<file path="src/rtl/tdpt_pkg.sv">
// Shared types and constants for the trial-division prime tester.
// Holds the payload structs and the controller/datapath command and status groups.
// No dependencies.
`default_nettype none

package tdpt_pkg;

  // Width of a tested value; divisor and remainder widths follow from it
  localparam int VALUE_BITS = 32;
  localparam int DIV_BITS   = VALUE_BITS / 2 + 1;
  localparam int REM_BITS   = DIV_BITS + 1;
  localparam int CNT_BITS   = $clog2(VALUE_BITS);

  typedef struct packed {
    logic signed [VALUE_BITS-1:0] value;
    logic                         last_element;
  } in_item_t;

  typedef struct packed {
    logic signed [VALUE_BITS-1:0] tested_value;
    logic                         is_prime;
    logic                         end_of_matrix;
  } out_item_t;

  // Commands from controller to datapath
  typedef struct packed {
    logic load;         // latch a new item, reset divisor to two
    logic div_start;    // clear remainder, start at the top bit
    logic div_step;     // one restoring remainder step
    logic advance;      // move to the next divisor
    logic verdict_set;  // write verdict register
    logic verdict_val;
    logic publish;      // move result into the output register
  } tdpt_cmd_t;

  // Status from datapath to controller
  typedef struct packed {
    logic below_two;  // negative, zero or one
    logic sq_gt_n;    // divisor squared exceeds the value
    logic div_last;   // current remainder step is the last one
    logic rem_zero;   // remainder is zero
    logic out_busy;   // output register holds a result not taken this cycle
  } tdpt_status_t;

endpackage

`default_nettype wire

</file>
<file path="src/rtl/tdpt_datapath.sv">
// Datapath of the trial-division prime tester: value, divisor, running square,
// bit-serial remainder unit, verdict and output register. Uses tdpt_pkg.
`default_nettype none

module tdpt_datapath (
  input  wire logic               clk,
  input  wire logic               rst,
  input  wire tdpt_pkg::in_item_t in_data,
  input  wire tdpt_pkg::tdpt_cmd_t cmd,
  output tdpt_pkg::tdpt_status_t  status,
  output logic                    out_valid,
  input  wire logic               out_ready,
  output tdpt_pkg::out_item_t     out_data
);
  import tdpt_pkg::*;

  logic [VALUE_BITS-1:0] n;
  logic                  last;
  logic [DIV_BITS-1:0]   d;
  logic [VALUE_BITS-1:0] sq;
  logic [REM_BITS-1:0]   rem;
  logic [CNT_BITS-1:0]   cnt;
  logic                  verdict;

  logic [REM_BITS-1:0]   rem_shift;
  logic [REM_BITS-1:0]   d_ext;
  logic [VALUE_BITS-1:0] sq_inc;

  // Shift in the next dividend bit; subtract when it fits
  assign rem_shift = {rem[REM_BITS-2:0], n[cnt]};
  assign d_ext     = REM_BITS'(d);
  // (d+1)^2 = d^2 + 2d + 1
  assign sq_inc    = VALUE_BITS'({d, 1'b1});

  // Payload registers
  always_ff @(posedge clk) begin
    if (cmd.load) begin
      n    <= in_data.value;
      last <= in_data.last_element;
      d    <= DIV_BITS'(2);
      sq   <= VALUE_BITS'(4);
    end else if (cmd.advance) begin
      d    <= d + DIV_BITS'(1);
      sq   <= sq + sq_inc;
    end
    if (cmd.div_start) begin
      rem <= '0;
      cnt <= CNT_BITS'(VALUE_BITS - 1);
    end else if (cmd.div_step) begin
      rem <= (rem_shift >= d_ext) ? rem_shift - d_ext : rem_shift;
      cnt <= cnt - CNT_BITS'(1);
    end
    if (cmd.verdict_set) begin
      verdict <= cmd.verdict_val;
    end
    if (cmd.publish) begin
      out_data.tested_value  <= n;
      out_data.is_prime      <= verdict;
      out_data.end_of_matrix <= last;
    end
  end

  // Output valid: set on publish, drop on transfer
  always_ff @(posedge clk) begin
    if (rst) begin
      out_valid <= 1'b0;
    end else if (cmd.publish) begin
      out_valid <= 1'b1;
    end else if (out_ready) begin
      out_valid <= 1'b0;
    end
  end

  always_comb begin
    status.below_two = n[VALUE_BITS-1] | (n[VALUE_BITS-2:1] == '0);
    status.sq_gt_n   = sq > n;
    status.div_last  = cnt == '0;
    status.rem_zero  = rem == '0;
    status.out_busy  = out_valid & ~out_ready;
  end

endmodule

`default_nettype wire

</file>
<file path="config.mk">
export PLATFORM = sky130hd
export DESIGN_NAME = tdpt_datapath
export DESIGN_NICKNAME = d
export VERILOG_FILES = /design/src/rtl/tdpt_pkg.sv /design/src/rtl/tdpt_datapath.sv
export SDC_FILE = /design/constraint.sdc
export NUM_CORES = 1
export LEC_CHECK = 0
export BUFFER_PORTS_ARGS = -buffer_cell sky130_fd_sc_hd__buf_4
export CORE_MARGIN = 4
export CORE_UTILIZATION = 60
export DETAILED_ROUTE_END_ITERATION = 6
export PLACE_DENSITY = 0.87
export SYNTH_ARGS = -nofsm -noshare
export SYNTH_HDL_FRONTEND = slang
export SYNTH_SLANG_ARGS = --single-unit
</file>
<file path="constraint.sdc">
create_clock -name clk -period 4.1 [get_ports clk]
set_clock_uncertainty 0.1 [all_clocks]
set_input_delay 0.82 -clock clk [delete_from_list [all_inputs] [get_ports clk]]
set_output_delay 0.82 -clock clk [all_outputs]
set_load 0.1 [all_outputs]
</file>
==> results of run 1 <==
==> per-stage QoR <==
step	instance area, µm²	hold slack [ns]
floorplan	8220	0.300
global placement	8960	0.303
detailed placement	8960	0.327
CTS	9570	0.342
global route	9590	0.349
finish	9590	0.340
==> path summary, 6_finish.rpt <==
path,from,to,slack [ns]
setup / recovery,n[30]$_DFFE_PP_,status[3],0.27
hold / removal,last$_DFFE_PP_,out_data[0]$_DFFE_PP_,0.34
setup reg to reg,cnt[0]$_SDFFE_PP1P_,rem[9]$_SDFFE_PP0P_,0.33
hold reg to reg,last$_DFFE_PP_,out_data[0]$_DFFE_PP_,0.34
==> layout by cell type, fill, tap and decap left out, types with 20 or more instances in the layout <==
cell type and n:
nor2_1 88, buf_4 88, dfxtp_1 71, ha_1 69
edfxtp_1 68, inv_1 67, nand2_1 58, a21oi_1 54
xnor2_1 36, o21ai_0 35, nand3_1 21, a21o_1 21
nand4_1 20, a211oi_1 20
==> routing by layer <==
metal	GRT usage	up-vias
li1	-	3307
met1	0.365	3436
met2	0.482	356
met3	0.0550	67
met4	0.0982	0
met5	0	-
==> state kept, by name, summed over array words and instances, names as in the netlist <==
register   cells
cnt            5
out_data      34
n             32
verdict        1
out_valid      1
rem           18
sq            32
last           1
d             17
==> critical path, delay by kind of cell, from the launching register on <==
family          cells  cell delay, ns
buf+inv             2            0.42
simple gates        4            0.89
compound gates      2            0.36
fa+ha+maj           1            0.32
flops               1            0.49
==> cells by family after synthesis <==
family / count (synthesis) / share of synthesized area
simple gates: 265 / 0.156
compound gates: 214 / 0.181
flops: 141 / 0.427
buf+inv: 102 / 0.0503
fa+ha+maj: 71 / 0.110
xor+xnor: 52 / 0.0555
mux: 16 / 0.0198
==> final cells by class <==
type | count | area share
flip-flops and latches | 141 | 0.366
inverters | 68 | 0.0266
clock buffers | 20 | 0.0466
clock inverters | 12 | 0.0167
multi-input cells | 618 | 0.450
repair buffers | 89 | 0.0710
well taps | 176 | 0.0230
==> power by group <==
part           switching [mW]  leakage (nW)  internal (mW)
clock network           0.620         0.295          0.979
registers               0.146          1.26           1.62
logic                    1.23          2.58          0.799
==> impl_metrics.json, run 1 <==
{
  "status": "finished clean",
  "rows": 42,
  "dp_cells": 1092,
  "worstPathRequired_ns": 3.18,
  "fmax_mhz": 261,
  "path_clk_slew_ns": 0.06,
  "hold_path_depth": 0,
  "h-tree-depth": 4,
  "synth_top_flop_cell": "dfxtp_1",
  "power_mw": 5.40,
  "crit_chain": "inv_1 > ha_1 > nand4_1 > nor2_1 > nand2_1 > or3_1 > o21bai_1 > a21oi_1 > buf_4",
  "critPathLaunchType": "flop",
  "grt_pass1_vias": 6879,
  "drt.antenna.violating_nets": 0,
  "timing.final.ws_setup_ns": 0.267,
  "grt_max_degree": 40,
  "finalCriticalPeriod_ns": 3.83,
  "die_x_um": 125,
  "drt-met1-wl_mm": 8.96,
  "reg2reg_depth": 16,
  "cts_buffers": 17,
  "drive_above_1_share": 0.152,
  "slew_headroom": 0.567,
  "start_util": 0.617,
  "tightest_slew_ns": 0.642,
  "cp-end-kind": "output port",
  "clock-sinks": 141,
  "hold_viol_final": 0,
  "synthTopCellsByArea": "edfxtp_1 (25%), dfxtp_1 (18%), ha_1 (11%), nor2_1 (4.1%), xnor2_1 (3.8%)",
  "synth_commonest_cells": "nor2_1 (89), dfxtp_1 (73), ha_1 (69)",
  "area_growth_pct": 16.8,
  "final_util": 0.721,
  "yosys.area.top_type_share": 0.249,
  "clk_latency_ns": 0.43,
  "route.detailed.drc": 0,
  "num_vias": 7166,
  "port_buffers": 82,
  "wl_met2_mm": 10.8,
  "cts_tree": "done",
  "synth_cell_types": 76,
  "fin_crit_sh": 0.935,
  "fin_setup_tns_ns": 0,
  "ir_drop_v": 0.000432,
  "pre_cts_slack_ns": 0.146,
  "synth_area_per_cell_um2": 9.53,
  "initialDrtViolationCount": 731,
  "antenna_found_initial": 0,
  "antenna_cells": 0,
  "crit_arrival_ns": 2.91,
  "cts_buffer_depth": 2,
  "synth_fp_nets": 975,
  "drv_cap": 0,
  "dieArea_um2": 15600,
  "yosys.area.top_type": "edfxtp_1",
  "top_layer_used": "met4",
  "synth.most_common_cell": "nor2_1",
  "cp_slowest_cell": "edfxtp_1",
  "yosysWarningCount": 0,
  "path_max_fanout": 4,
  "postSynthRegisterBits": 141,
  "cts_setup_buffers": 0,
  "nFillCells": 960,
  "leakage_nw": 4.14,
  "hpwlAfterDp_mm": 15.6,
  "synthesis.area_um2": 8210,
  "slowest_delay_ns": 0.49,
  "hp-class": "flop to flop",
  "ios": 83,
  "setup_viol": 0,
  "holdBufCountCts": 0,
  "wl_per_cell_um": 19.6,
  "gp_congestion": 0.966,
  "met3_length_mm": 1.65,
  "viasPerCell": 6.38,
  "root_buffer": "clkbuf_16",
  "overflow": 0,
  "async_flop_share": 0,
  "first_pass_iters": 6,
  "die_y_um": 125,
  "crit_type": "flop to output port",
  "grt_pass1_wl_mm": 35.9,
  "instances_no_fill": 1124,
  "rsz0062_at_grt": "false",
  "powerDensity_nw_per_um2": 563,
  "ctsResizeCount": 0,
  "drt-total-wl_mm": 22.0,
  "track_usage": 0.284,
  "synth_edf_count": 68,
  "regArea_um2": 3510,
  "netlist_instances": 861,
  "timing.final.max_slew_violations": 0,
  "ys_seq_area_frac": 0.427,
  "multiInputGateArea_um2": 4320,
  "nets": 1049,
  "coreArea_um2": 13300
}
Note: power is estimated with default switching activity, not from simulation.
==> inputs of run 2 (changes only) <==
--- a/config.mk
+++ b/config.mk
@@ -7,9 +7,9 @@
 export LEC_CHECK = 0
 export BUFFER_PORTS_ARGS = -buffer_cell sky130_fd_sc_hd__buf_4
 export CORE_MARGIN = 4
-export CORE_UTILIZATION = 60
+export CORE_UTILIZATION = 64
 export DETAILED_ROUTE_END_ITERATION = 6
-export PLACE_DENSITY = 0.87
+export PLACE_DENSITY = 0.92
 export SYNTH_ARGS = -nofsm -noshare
 export SYNTH_HDL_FRONTEND = slang
 export SYNTH_SLANG_ARGS = --single-unit
==> constraint.sdc (replaced) <==
create_clock -name clk -period 4.75 [get_ports clk]
set_clock_uncertainty 0.1 [all_clocks]
set_input_delay 0.95 -clock clk [delete_from_list [all_inputs] [get_ports clk]]
set_output_delay 0.95 -clock clk [all_outputs]
set_load 0.1 [all_outputs]
==> impl_metrics.json, run 2 (synthesis results as in run 1) <==
{
  "p_int_mw": 2.90,
  "route.detailed.drc": 6,
  "track_usage": 0.325,
  "path_max_fanout": 8,
  "cts_tree": "done",
  "mostFrequentLayoutCells": "nor2_1 (89), buf_4 (86), dfxtp_1 (72), ha_1 (69), edfxtp_1 (68)",
  "clock-sinks": 141,
  "hold_viol_final": 0,
  "grt_max_degree": 52,
  "violations": "DRC",
  "die_y_um": 121,
  "fin_crit_sh": 0.926,
  "drive_above_1_share": 0.146,
  "slowest_delay_ns": 0.54,
  "largestRegisters": "out_data: 34 flops, n: 32 flops, sq: 32 flops",
  "regArea_um2": 3500,
  "timing.final.ws_setup_ns": 0.352,
  "sw_frac_of_total": 0.375,
  "root_buffer": "clkbuf_16",
  "setup_viol": 0,
  "initialDrtViolationCount": 853,
  "antenna_found_initial": 0,
  "crit_arrival_ns": 4.64,
  "h-tree-depth": 4,
  "top_register": "out_data",
  "area_growth_pct": 15.9,
  "final_util": 0.757,
  "path_clk_slew_ns": 0.06,
  "reg2reg_depth": 15,
  "critPathLaunchType": "flop",
  "comb_power_share": 0.373,
  "seq_power_share": 0.331,
  "startpoint": "cnt[0]$_SDFFE_PP1P_",
  "cp-end-kind": "flop",
  "coreArea_um2": 12600,
  "ios": 83,
  "gp_congestion": 0.977,
  "grt_pass1_wl_mm": 37.2,
  "worstPathRequired_ns": 4.99,
  "powerDensity_nw_per_um2": 487,
  "nets": 1046,
  "dp_cells": 1085,
  "fin_setup_tns_ns": 0,
  "pre_cts_slack_ns": 0.303,
  "critical-path-top-delay-family": "compound AO/OA/AOI/OAI gates",
  "pwr-share-clk": 0.296,
  "wl_per_cell_um": 20.8,
  "slew_headroom": 0.568,
  "layout_commonest_cell": "nor2_1",
  "first_pass_iters": 7,
  "crit_end": "rem[11]$_SDFFE_PP0P_",
  "clk_latency_ns": 0.44,
  "hp-class": "flop to flop",
  "drv_cap": 0,
  "largest_reg_flops": 34,
  "die_x_um": 121,
  "crit_buf_inv": 3,
  "cts_buffers": 17,
  "port_buffers": 82,
  "multiInputGateArea_um2": 4300,
  "num_vias": 7326,
  "cp_slowest_cell": "dfxtp_1",
  "drt.antenna.violating_nets": 0,
  "rows": 41,
  "critPathMostFrequentCell": "inv_1",
  "antenna_cells": 0,
  "drt-total-wl_mm": 23.2,
  "hpwlAfterDp_mm": 16.3,
  "ir_drop_v": 0.000486,
  "cts_buffer_depth": 2,
  "grt_pass1_vias": 7236,
  "netSwitchingPower_mw": 1.74,
  "start_util": 0.653,
  "status": "complete, but fails checks",
  "tightest_slew_ns": 0.642,
  "reg2reg_from": "cnt[0]$_SDFFE_PP1P_",
  "cp.depth": 15,
  "rsz0062_at_grt": "false",
  "overflow": 0,
  "crit_type": "flop to flop",
  "viasPerCell": 6.56,
  "r2r_setup_slack_ns": 0.35,
  "r2r-end": "rem[11]$_SDFFE_PP0P_",
  "timing.final.max_slew_violations": 0,
  "fmax_mhz": 227,
  "crit_chain": "inv_1 > nor2_1 > o211ai_1 > a41oi_1 > mux2_2 > ha_1 > inv_1 > fa_1 > a21o_1 > a221oi_2 > o211ai_2 > a31oi_2 > buf_4 > nand2_1 > a311oi_1",
  "cts_setup_buffers": 0,
  "dieArea_um2": 14700,
  "leakage_nw": 4.10,
  "nFillCells": 785,
  "finalCriticalPeriod_ns": 4.40,
  "instances_no_fill": 1117
}
[run 2: cell types whose count changed in the layout (fill, tap and decap cells not counted), sizes merged]
cell and delta:
clkinv +2, inv -1, clkbuf -3, clkinvlp +2, buf -3
[run 2: cell type report]
type	instances	share of cell area
tap	172	0.0226
multi-input combinational	618	0.452
clock buffer	17	0.0447
sequential	141	0.368
timing repair buffer	86	0.0679
clock inverter	15	0.0180
inverter	68	0.0268
[run 2: metal layers]
layer	up-vias	track usage	routed length, µm
li1	3306	-	-
met1	3446	0.382	8510
met2	454	0.562	11600
met3	120	0.0802	2020
met4	0	0.149	1020
met5	-	0	0
[run 2: power by group through the flow]
stage                     registers, mW  logic (mW)  clock network (mW)
after floorplan                    1.64        1.20                   0
after global placement             1.54        1.63                   0
after detailed placement           1.55        1.67                   0
after CTS                          1.53        1.70                1.36
after global routing               1.55        1.89                1.42
final                              1.53        1.73                1.37
[run 2: worst min-delay path by stage]
stage / from / end / slack, ns / depth (start not counted)
5_1_grt: verdict$_DFFE_PP_ / out_data[1]$_DFFE_PP_ / 0.35 / 0
3_5_place_dp: verdict$_DFFE_PP_ / out_data[1]$_DFFE_PP_ / 0.32 / 0
2_1_floorplan: last$_DFFE_PP_ / out_data[0]$_DFFE_PP_ / 0.30 / 0
3_3_place_gp: verdict$_DFFE_PP_ / out_data[1]$_DFFE_PP_ / 0.30 / 0
4_1_cts: verdict$_DFFE_PP_ / out_data[1]$_DFFE_PP_ / 0.33 / 0
6_report: verdict$_DFFE_PP_ / out_data[1]$_DFFE_PP_ / 0.33 / 0
[run 2: what timing repair did]
item | in CTS | in global routing
setup endpoints to repair | 0 | 10
gates resized for setup | 0 | 1
hold buffers | 0 | 0
[run 2: per-stage QoR]
step | area, µm² | hold slack (ns) | power (mW)
CTS | 9510 | 0.332 | 4.58
global placement | 8920 | 0.301 | 3.18
detailed placement | 8920 | 0.316 | 3.22
floorplan | 8210 | 0.300 | 2.85
global route | 9510 | 0.350 | 4.86
finish | 9510 | 0.334 | 4.63
